<file path="src/dpld_pkg.sv">
package dpld_pkg;

   localparam int DAY_W   = 5;
   localparam int MONTH_W = 4;
   localparam int YEAR_W  = 14;
   localparam int COUNT_W = 22;

   localparam logic [COUNT_W-1:0] COUNT_MAX = {COUNT_W{1'b1}};

   localparam logic [MONTH_W-1:0] MONTH_JAN = 4'd1;
   localparam logic [MONTH_W-1:0] MONTH_FEB = 4'd2;
   localparam logic [MONTH_W-1:0] MONTH_DEC = 4'd12;

   // floor(y / 100) == (y * 5243) >> 19 for every 14-bit y
   localparam int DIV100_MUL   = 5243;
   localparam int DIV100_SHIFT = 19;
   localparam int PROD_W       = 27;
   localparam int QUOT_W       = PROD_W - DIV100_SHIFT;

   typedef struct packed {
      logic load;
      logic check;
      logic step;
   } dpld_cmd_type;

   typedef struct packed {
      logic bad;
      logic before_end;
      logic count_full;
   } dpld_status_type;

   function automatic logic is_leap(input logic [YEAR_W-1:0] y);
      logic [PROD_W-1:0] prod;
      logic [QUOT_W-1:0] q;
      logic [YEAR_W-1:0] q100;
      logic              cent;
      prod = PROD_W'(y) * PROD_W'(DIV100_MUL);
      q    = prod[PROD_W-1:DIV100_SHIFT];
      q100 = (YEAR_W'(q) << 6) + (YEAR_W'(q) << 5) + (YEAR_W'(q) << 2);
      cent = (q100 == y);
      return (!cent && (y[1:0] == 2'b00)) || (cent && (q[1:0] == 2'b00));
   endfunction

   // zero for a month that is not in the calendar
   function automatic logic [DAY_W-1:0] month_len(input logic [MONTH_W-1:0] m,
                                                  input logic leap);
      logic [DAY_W-1:0] len;
      unique case (m)
         4'd1, 4'd3, 4'd5, 4'd7, 4'd8, 4'd10, 4'd12: len = 5'd31;
         4'd4, 4'd6, 4'd9, 4'd11:                      len = 5'd30;
         MONTH_FEB:                                    len = leap ? 5'd29 : 5'd28;
         default:                                      len = 5'd0;
      endcase
      return len;
   endfunction

   function automatic logic date_ok(input logic [DAY_W-1:0] d,
                                    input logic [MONTH_W-1:0] m,
                                    input logic leap);
      logic [DAY_W-1:0] len;
      len = month_len(m, leap);
      return (len != 5'd0) && (d != 5'd0) && (d <= len);
   endfunction

endpackage

</file>
<file path="src/dpld_dp.sv">
module dpld_dp
   import dpld_pkg::*;
(
   input  logic                 clock,
   input  dpld_cmd_type         cmd,
   input  logic [DAY_W-1:0]     req_start_day,
   input  logic [MONTH_W-1:0]   req_start_month,
   input  logic [YEAR_W-1:0]    req_start_year,
   input  logic [DAY_W-1:0]     req_end_day,
   input  logic [MONTH_W-1:0]   req_end_month,
   input  logic [YEAR_W-1:0]    req_end_year,
   input  logic                 req_include_end,
   output dpld_status_type      status,
   output logic [COUNT_W-1:0]   rsp_day_count,
   output logic                 rsp_bad_date
);

   logic [DAY_W-1:0]   walk_day_ff,   walk_day_in;
   logic [MONTH_W-1:0] walk_month_ff, walk_month_in;
   logic [YEAR_W-1:0]  walk_year_ff,  walk_year_in;
   logic [DAY_W-1:0]   end_day_ff;
   logic [MONTH_W-1:0] end_month_ff;
   logic [YEAR_W-1:0]  end_year_ff;
   logic               inc_ff;
   logic [COUNT_W-1:0] count_ff, count_in;
   logic               walk_leap_ff, end_leap_ff;
   logic               bad_ff;
   logic [DAY_W-1:0]   walk_len;
   logic               bad_now;

   assign walk_len = month_len(walk_month_ff, walk_leap_ff);
   assign bad_now  = !date_ok(walk_day_ff, walk_month_ff, walk_leap_ff)
                     || !date_ok(end_day_ff, end_month_ff, end_leap_ff);

   assign status.bad        = bad_now;
   assign status.count_full = (count_ff == COUNT_MAX);
   assign status.before_end = (walk_year_ff < end_year_ff)
      || ((walk_year_ff == end_year_ff) && ((walk_month_ff < end_month_ff)
      || ((walk_month_ff == end_month_ff) && (walk_day_ff < end_day_ff))));

   always_comb begin
      walk_day_in   = walk_day_ff;
      walk_month_in = walk_month_ff;
      walk_year_in  = walk_year_ff;
      count_in      = count_ff;
      if (cmd.load) begin
         walk_day_in   = req_start_day;
         walk_month_in = req_start_month;
         walk_year_in  = req_start_year;
         count_in      = '0;
      end else if (cmd.step) begin
         count_in = count_ff + COUNT_W'(1);
         if (walk_day_ff == walk_len) begin
            walk_day_in = DAY_W'(1);
            if (walk_month_ff == MONTH_DEC) begin
               walk_month_in = MONTH_JAN;
               walk_year_in  = walk_year_ff + YEAR_W'(1);
            end else begin
               walk_month_in = walk_month_ff + MONTH_W'(1);
            end
         end else begin
            walk_day_in = walk_day_ff + DAY_W'(1);
         end
      end
   end

   always_ff @(posedge clock) begin
      walk_day_ff   <= walk_day_in;
      walk_month_ff <= walk_month_in;
      walk_year_ff  <= walk_year_in;
      count_ff      <= count_in;
      // leap flags are registered from the year registers; a year change lands on Jan 1
      walk_leap_ff  <= is_leap(walk_year_ff);
      end_leap_ff   <= is_leap(end_year_ff);
      if (cmd.load) begin
         end_day_ff   <= req_end_day;
         end_month_ff <= req_end_month;
         end_year_ff  <= req_end_year;
         inc_ff       <= req_include_end;
      end
      if (cmd.check) begin
         bad_ff <= bad_now;
      end
   end

   always_comb begin
      if (bad_ff) begin
         rsp_day_count = '0;
      end else if (count_ff == COUNT_MAX) begin
         rsp_day_count = COUNT_MAX;
      end else begin
         rsp_day_count = count_ff + COUNT_W'(inc_ff);
      end
   end

   assign rsp_bad_date = bad_ff;

endmodule

</file>
<file path="src/dpld_ctrl.sv">
module dpld_ctrl
   import dpld_pkg::*;
(
   input  logic            clock,
   input  logic            reset,
   input  logic            start,
   input  dpld_status_type status,
   output dpld_cmd_type    cmd,
   output logic            busy,
   output logic            rsp_valid
);

   typedef enum logic [4:0] {
      ST_IDLE  = 5'b00001,
      ST_CALC  = 5'b00010,
      ST_CHECK = 5'b00100,
      ST_WALK  = 5'b01000,
      ST_DONE  = 5'b10000
   } state_type;

   state_type state_ff, state_in;

   always_comb begin
      state_in  = state_ff;
      cmd       = '0;
      rsp_valid = 1'b0;
      unique case (state_ff)
         ST_IDLE: begin
            if (start) begin
               cmd.load = 1'b1;
               state_in = ST_CALC;
            end
         end
         // wait for the leap flags of both years
         ST_CALC: state_in = ST_CHECK;
         ST_CHECK: begin
            cmd.check = 1'b1;
            state_in  = status.bad ? ST_DONE : ST_WALK;
         end
         ST_WALK: begin
            if (status.before_end && !status.count_full) begin
               cmd.step = 1'b1;
            end else begin
               state_in = ST_DONE;
            end
         end
         ST_DONE: begin
            rsp_valid = 1'b1;
            state_in  = ST_IDLE;
         end
         default: state_in = ST_IDLE;
      endcase
   end

   always_ff @(posedge clock) begin
      if (reset) begin
         state_ff <= ST_IDLE;
      end else begin
         state_ff <= state_in;
      end
   end

   assign busy = (state_ff != ST_IDLE);

endmodule

</file>
<file path="src/date_period_length_days.sv">
// Sequence: the rsp_valid strobe follows the load and the date check for a bad date, and
// follows a walk of N days as well for a valid pair, N the days walked (capped at 4194303).
// Throughput: one request at a time; busy drops the cycle after the result strobe;
// one calendar day is walked per cycle.
// Reset: synchronous, active high; returns the controller to idle.
// The result is shown for one cycle only; the receiver cannot stall it.
module date_period_length_days
   import dpld_pkg::*;
(
   input  logic                 clock,
   input  logic                 reset,
   input  logic                 start,
   output logic                 busy,
   input  logic [DAY_W-1:0]     req_start_day,
   input  logic [MONTH_W-1:0]   req_start_month,
   input  logic [YEAR_W-1:0]    req_start_year,
   input  logic [DAY_W-1:0]     req_end_day,
   input  logic [MONTH_W-1:0]   req_end_month,
   input  logic [YEAR_W-1:0]    req_end_year,
   input  logic                 req_include_end,
   output logic                 rsp_valid,
   output logic [COUNT_W-1:0]   rsp_day_count,
   output logic                 rsp_bad_date
);

   dpld_cmd_type    cmd;
   dpld_status_type status;

   dpld_ctrl u_ctrl (
      .clock     (clock),
      .reset     (reset),
      .start     (start),
      .status    (status),
      .cmd       (cmd),
      .busy      (busy),
      .rsp_valid (rsp_valid)
   );

   dpld_dp u_dp (
      .clock           (clock),
      .cmd             (cmd),
      .req_start_day   (req_start_day),
      .req_start_month (req_start_month),
      .req_start_year  (req_start_year),
      .req_end_day     (req_end_day),
      .req_end_month   (req_end_month),
      .req_end_year    (req_end_year),
      .req_include_end (req_include_end),
      .status          (status),
      .rsp_day_count   (rsp_day_count),
      .rsp_bad_date    (rsp_bad_date)
   );

   a_accept_busy: assert property (@(posedge clock) disable iff (reset)
      (start && !busy) |=> busy)
      else $error("request accepted but block not busy");

   a_done_idle: assert property (@(posedge clock) disable iff (reset)
      rsp_valid |=> !busy)
      else $error("block still busy after result");

   a_bad_zero: assert property (@(posedge clock) disable iff (reset)
      (rsp_valid && rsp_bad_date) |-> (rsp_day_count == '0))
      else $error("bad date with nonzero count");

   a_valid_busy: assert property (@(posedge clock) disable iff (reset)
      rsp_valid |-> busy)
      else $error("result strobe while idle");

endmodule
</file>
<file path="config.mk">
export PLATFORM = sky130hd
export DESIGN_NAME = date_period_length_days
export DESIGN_NICKNAME = d
export VERILOG_FILES = /design/src/dpld_pkg.sv /design/src/dpld_dp.sv /design/src/dpld_ctrl.sv /design/src/date_period_length_days.sv
export SDC_FILE = /design/constraint.sdc
export NUM_CORES = 1
export LEC_CHECK = 0
export ABC_AREA = 0
export ABC_CLOCK_PERIOD_IN_PS = 22400
export BUFFER_PORTS_ARGS = -buffer_cell sky130_fd_sc_hd__buf_2
export CAP_MARGIN = 20
export CORE_ASPECT_RATIO = 1.2
export CORE_MARGIN = 2
export CORE_UTILIZATION = 33
export CTS_CLUSTER_DIAMETER = 50
export CTS_CLUSTER_SIZE = 12
export DETAILED_ROUTE_END_ITERATION = 6
export HOLD_SLACK_MARGIN = 0.12
export RECOVER_POWER = 50
export SYNTH_ARGS = -nofsm -noshare
export SYNTH_HDL_FRONTEND = slang
export SYNTH_SLANG_ARGS = --single-unit
</file>
<file path="constraint.sdc">
create_clock -name clock -period 22.4 [get_ports clock]
set_clock_uncertainty 0.05 [all_clocks]
set_input_delay 4.48 -clock clock [delete_from_list [all_inputs] [get_ports clock]]
set_output_delay 4.48 -clock clock [all_outputs]
set_load 0.05 [all_outputs]
</file>
Yosys cells after proc, flatten, opt, wreduce, memory -nomap -nowiden
Cells that the tools add are included.
{ "classes": {"add_sub_neg": 9, "mul": 2, "n_lt_le_gt_ge": 5, "n_eq_ne": 38, "muxes": 27, "n_reduce_logical": 39} }
{ "ops": {"columns": ["op", "n"], "rows": [
  ["$mux W14", 4],
  ["$mul A14 B13 Y27 const B", 2],
  ["$mux W22", 2],
  ["$eq A14 B14 Y1", 3],
  ["$eq A4 B4 Y1 const B", 10],
  ["$eq A4 B3 Y1 const B", 8],
  ["$mux W5", 6],
  ["$pmux W5 S3", 2],
  ["$add A14 B10 Y14", 2],
  ["$add A14 B13 Y14", 2],
  ["$add A22 B1 Y22", 1],
  ["$add A22 B1 Y22 const B", 1],
  ["$eq A22 B22 Y1 const B", 1],
  ["$pmux W5 S4", 1],
  ["$reduce_bool A5 Y1", 4],
  ["$eq A4 B2 Y1 const B", 4],
  ["$mux W4", 4],
  ["$add A14 B1 Y14 const B", 1],
  ["$lt A14 B14 Y1", 1],
  ["$reduce_or A7 Y1", 2],
  ["$logic_and A1 B1 Y1", 11],
  ["$le A5 B5 Y1", 2],
  ["$eq A4 B1 Y1 const B", 2],
  ["$logic_not A2 Y1", 4],
  ["20 further kinds", 40]
]} }
{ "word_totals": {"reg_bits": 77, "word_cells": 132} }

Logic depth before layout (Yosys ltp)
{ "depth": {"depth_word": 10, "ltp_mapped": 29, "depth_no_buf": 29} }

Cells and area by module
From an unflattened synthesis, not the netlist that was laid out.
{ "hier_totals": {"cells_unflattened": 1351, "area_unflattened_um2": 12818.5} }
{ "by_module_without_submodules": {"columns": ["module", "instances", "cells_each", "area_each_um2"], "rows": [
  ["dpld_dp", 1, 1316, 12514.5],
  ["dpld_ctrl", 1, 35, 304.0]
]} }

Worst setup path after synthesis
OpenSTA, ideal clock, no wires.
{ "synth_timing": {"kind": "reg-to-reg", "start": "reg u_dp.end_year_ff[11]", "end": "reg u_dp.end_leap_ff", "setup_ps": 125, "arrival_ps": 6986, "setup_slack_ps": 15239, "stages_incl_launch_ff": 28, "path_buffers": 0, "period_less_slack_ps": 7161, "path_cell_list": "edfxtp_1 fa_1 ha_1 inv_1 fa_1 inv_1 fa_1 inv_1 fa_1 inv_1 ha_1 nand4_1 a211oi_1 o211ai_1 a21boi_0 nand2_1 nand2b_1 xor2_1 inv_1 fa_1 inv_1 ha_1 a21o_1 a21oi_1 o21ai_0 xnor2_1 or4_1 o41a_1"} }
{ "synth_between": {"elab_chain_cells": 7} }
{ "synth_rtl": {"columns": ["item", "line", "text"], "rows": [
  ["start, declared", "dpld_dp.sv:23", "logic [YEAR_W-1:0] end_year_ff;"],
  ["start signal, assigned", "dpld_dp.sv:78", "end_year_ff <= req_end_year;"],
  ["$mul A14 B13 Y27", "dpld_pkg.sv:37", "prod = PROD_W'(y) * PROD_W'(DIV100_MUL);"],
  ["$add A14 B13 Y14", "dpld_pkg.sv:39", "q100 = (YEAR_W'(q) << 6) + (YEAR_W'(q) << 5) + (YEAR_W'(q) << 2);"],
  ["$add A14 B10 Y14", "dpld_pkg.sv:39", null],
  ["$eq A14 B14 Y1", "dpld_pkg.sv:40", "cent = (q100 == y);"],
  ["$logic_not A1 Y1", "dpld_pkg.sv:41", "return (!cent && (y[1:0] == 2'b00)) || (cent && (q[1:0] == 2'b00));"],
  ["$logic_and A1 B1 Y1", "dpld_pkg.sv:41", null],
  ["$logic_or A1 B1 Y1 (*)", "dpld_pkg.sv:41", null],
  ["end signal, assigned", "dpld_dp.sv:74", "end_leap_ff <= is_leap(end_year_ff);"],
  ["end, declared", "dpld_dp.sv:26", "logic walk_leap_ff, end_leap_ff;"]
]} }
Mark *: on every way between the ends. The rest lies on a longest branch, timed or not.
A chain may end at the register's enable or synchronous reset.

Worst setup path after layout
{ "layout_timing": {"start": "in start", "end": "reg u_dp.walk_year_ff[5], data pin"} }
{ "layout_between": {"elab_chain_cells": 3} }
{ "layout_rtl": {"columns": ["item", "line", "text"], "rows": [
  ["start, declared", "date_period_length_days.sv:12", "input logic start,"],
  ["$mux W1", "dpld_ctrl.sv:29", "if (start) begin"],
  ["$mux W1", "dpld_ctrl.sv:27", "unique case (state_ff)"],
  ["$mux W14", "dpld_dp.sv:46", "if (cmd.load) begin"],
  ["named net u_dp.walk_year_in[5]", "dpld_dp.sv:20", "logic [YEAR_W-1:0] walk_year_ff, walk_year_in;"],
  ["end signal, assigned", "dpld_dp.sv:70", "walk_year_ff <= walk_year_in;"],
  ["end, declared", "dpld_dp.sv:20", null]
]} }
The timed path passes the listed nets, and every way through them passes these cells.

==> impl_metrics.ini <==
[clock_tree]
cts_resized = 0
hold_buffers = 0
cts_buffers = 9
ctsHtreeMaxLevel = 3
clkLatencyLatePin_ns = 0.34
clockBufferDepth = 2
clkTransAtPathRegs_ns = 0.07
clock_sinks = 77
ctsRootBufferMaster = clkbuf_16
cts_tree = built
cts_setup_buffers = 0

[floorplan]
core_mm2 = 0.03777
start_util = 0.3346
num_rows = 78
die_y_um = 218.4
io_pins = 75
die-area_mm2 = 0.03989
die_w_um = 182.6

[cells_and_area]
final_nets = 1853
diodes = 0
fillers = 3727
layout-drive-gt1-share = 0.06776
layout.cells.non_filler = 1882
area_growth_pct = 9.504
fin_util = 0.3664

[setup_path]
cp_slowest_cell = clkbuf_1
max_stage_delay_ns = 2.64
worstPathRequired_ns = 22.47
start_kind = input port
worstSetupPathType = in -> reg
reg2reg_slack_ns = 14.29
critPathBufInv = 3
timing.rr.start = u_dp.end_year_ff[9]
cp.arrival_ns = 8.40
crit_start = start
critPathMostFrequentCell = nand2_1
end_kind = flop
critPathTopFamily = buffers and inverters
crit_fanout = 82
crit_chain = buf_2 > nand2_1 > clkinv_1 > clkbuf_1 > nand2_1 > o21ai_0

[placement]
dp.cells = 1867
io_buffers = 74
hpwl_um = 24900
gp_congestion = 0.8781

[route]
drt_iter0_drc = 367
ant_nets = 0
post_drt_wl_per_cell_um = 15.57
dr_total_vias = 9223
drt_pre_antenna_iters = 4
via_per_inst = 4.901
drt_wl_total_um = 29300
drc_errors = 0

[synthesis]
synth_area_per_cell_um2 = 9.481
syn-instance-count = 1333
synth-seq-cells = 77
synth.distinct_cells = 60
synth_top_flop_cell = edfxtp_1
synth_nets = 1788
synth-edff-count = 48
yosysWarningCount = 0
synth_async_sr_flop_share = 0
syn_area_mm2 = 0.01264
ys_seq_area_frac = 0.1600

[sta]
min_period_over_period = 0.3722
fmax_ghz = 0.1199
slew_headroom = -1.493
setup_viol = 0
tightest_slew_ns = 3.739
final_hold_viol_count = 0
rsz0062_at_grt = false
final-max-slew-violation-count = 83
fin_crit_ns = 8.337
tns_ns = 0

[grt]
grt_max_degree = 83
antenna_found_initial = 0
grt_pass1_vias = 9880
grt_util_all_layers = 0.1545
grt_first_pass_wirelength_um = 49290
grt_overflow = 0

[run]
maxCapViolations = 1

[worst_hold_path]
hp-start = u_ctrl.state_ff[1]
hp-class = reg -> reg

[run_status]
status = complete, but fails checks
violations = max-capacitance violations, max-slew violations
flip-flops by register name (all words and copies together) (netlist names):
register and count:
u_dp.walk_year_ff 14, u_ctrl.state_ff 5, u_dp.walk_leap_ff 1, u_dp.inc_ff 1
u_dp.walk_month_ff 4, u_dp.rsp_bad_date 1, u_dp.end_day_ff 5, u_dp.end_leap_ff 1
u_dp.walk_day_ff 5, u_dp.count_ff 22, u_dp.end_month_ff 4, u_dp.end_year_ff 14
kinds of logic (layout without fill, tap and decap cells):
family / after synthesis / in the layout / synth area share
flops: 77 / 77 / 0.1600
mux: 4 / 4 / 0.003168
buf+inv: 305 / 374 / 0.09177
fa+ha+maj: 405 / 405 / 0.4817
simple gates: 254 / 254 / 0.1008
compound gates: 194 / 194 / 0.09633
xor+xnor: 94 / 94 / 0.06623
worst reg2reg max path, delay by kind of cell, from the launching register on:
kind / cells / cell delay (ns)
buffers and inverters: 6 / 0.39
AO/OA/AOI/OAI: 7 / 1.85
AND/OR/NAND/NOR: 4 / 0.95
XOR/XNOR: 2 / 0.42
flip-flops: 1 / 0.77
adder cells (fa/ha/maj): 8 / 3.58
placed cells by master, fill, tap and decap left out, types with 9 or more instances in the layout:
cell and n:
o211ai_1 11, fa_1 136, dfxtp_1 29, xor2_1 37, and3_1 10, nor3_1 11, inv_1 280, ha_1 269
nand2b_1 11, clkbuf_16 10, edfxtp_1 48, nor2b_1 9, nor2_1 56, o21ai_0 38, or4_1 17, nand4_1 20
o31ai_1 16, buf_2 71, a21oi_1 64, nand3_1 29, a211oi_1 11, nand2_1 68, xnor2_1 56, a21o_1 16
synthesized netlist by cell type (3+ instances only):
cell,instances,share of area
a211o_1,3,0.0021
a211oi_1,11,0.0065
a21boi_0,3,0.0018
a21o_1,16,0.0095
a21oi_1,64,0.025
a31oi_1,6,0.0030
and3_1,10,0.0050
buf_2,6,0.0024
clkbuf_1,17,0.0050
dfxtp_1,29,0.046
edfxtp_1,48,0.11
fa_1,136,0.22
ha_1,269,0.27
inv_1,281,0.083
mux2i_1,4,0.0032
nand2_1,68,0.020
nand2b_1,11,0.0054
nand3_1,29,0.011
nand4_1,20,0.0099
nor2_1,56,0.017
nor2b_1,9,0.0045
nor3_1,11,0.0044
nor4_1,4,0.0020
o211ai_1,11,0.0065
o21a_1,4,0.0024
o21ai_0,38,0.015
o22ai_1,3,0.0015
o31ai_1,16,0.0095
or3_1,7,0.0035
or4_1,17,0.010
xnor2_1,56,0.039
xor2_1,37,0.026
cell type report:
class / count / area [um2] / share of cell area
repair buffers: 78 / 389.1 / 0.02812
well taps: 480 / 600.6 / 0.04340
flip-flops and latches: 77 / 2022 / 0.1461
inverters: 281 / 1055 / 0.07621
clock inverters: 5 / 66.31 / 0.004792
multi-input cells: 951 / 9457 / 0.6833
clock buffers: 10 / 250.2 / 0.01808
per-layer routing:
layer	GRT usage	vias to the layer above	routed length, um
li1	-	4584	-
met1	0.1886	4456	12810
met2	0.2914	152	15120
met3	0.01500	31	840
met4	0.03522	0	535
met5	0	-	0
final timing paths:
kind	to	cells after the start
worst max-delay path	u_dp.walk_year_ff[5]	6
worst min-delay path	u_ctrl.state_ff[2]	2
worst max register to register	u_dp.end_leap_ff	27
worst min register to register	u_ctrl.state_ff[2]	2
metrics by stage:
| stage | hold slack (ns) | instance area, um2 | setup WS (ns) |
|---|---|---|---|
| 2_1_floorplan | 0.4120 | 12640 | 15.24 |
| 3_3_place_gp | 0.4359 | 13540 | 14.32 |
| 3_5_place_dp | 0.4446 | 13540 | 14.24 |
| 4_1_cts | 0.4558 | 13860 | 14.20 |
| 5_1_grt | 0.5005 | 13840 | 13.56 |
| 6_report | 0.4612 | 13840 | 14.06 |
Power is not shown: default switching activity piles up to over one toggle a cycle in this logic, so the estimate is an artifact.
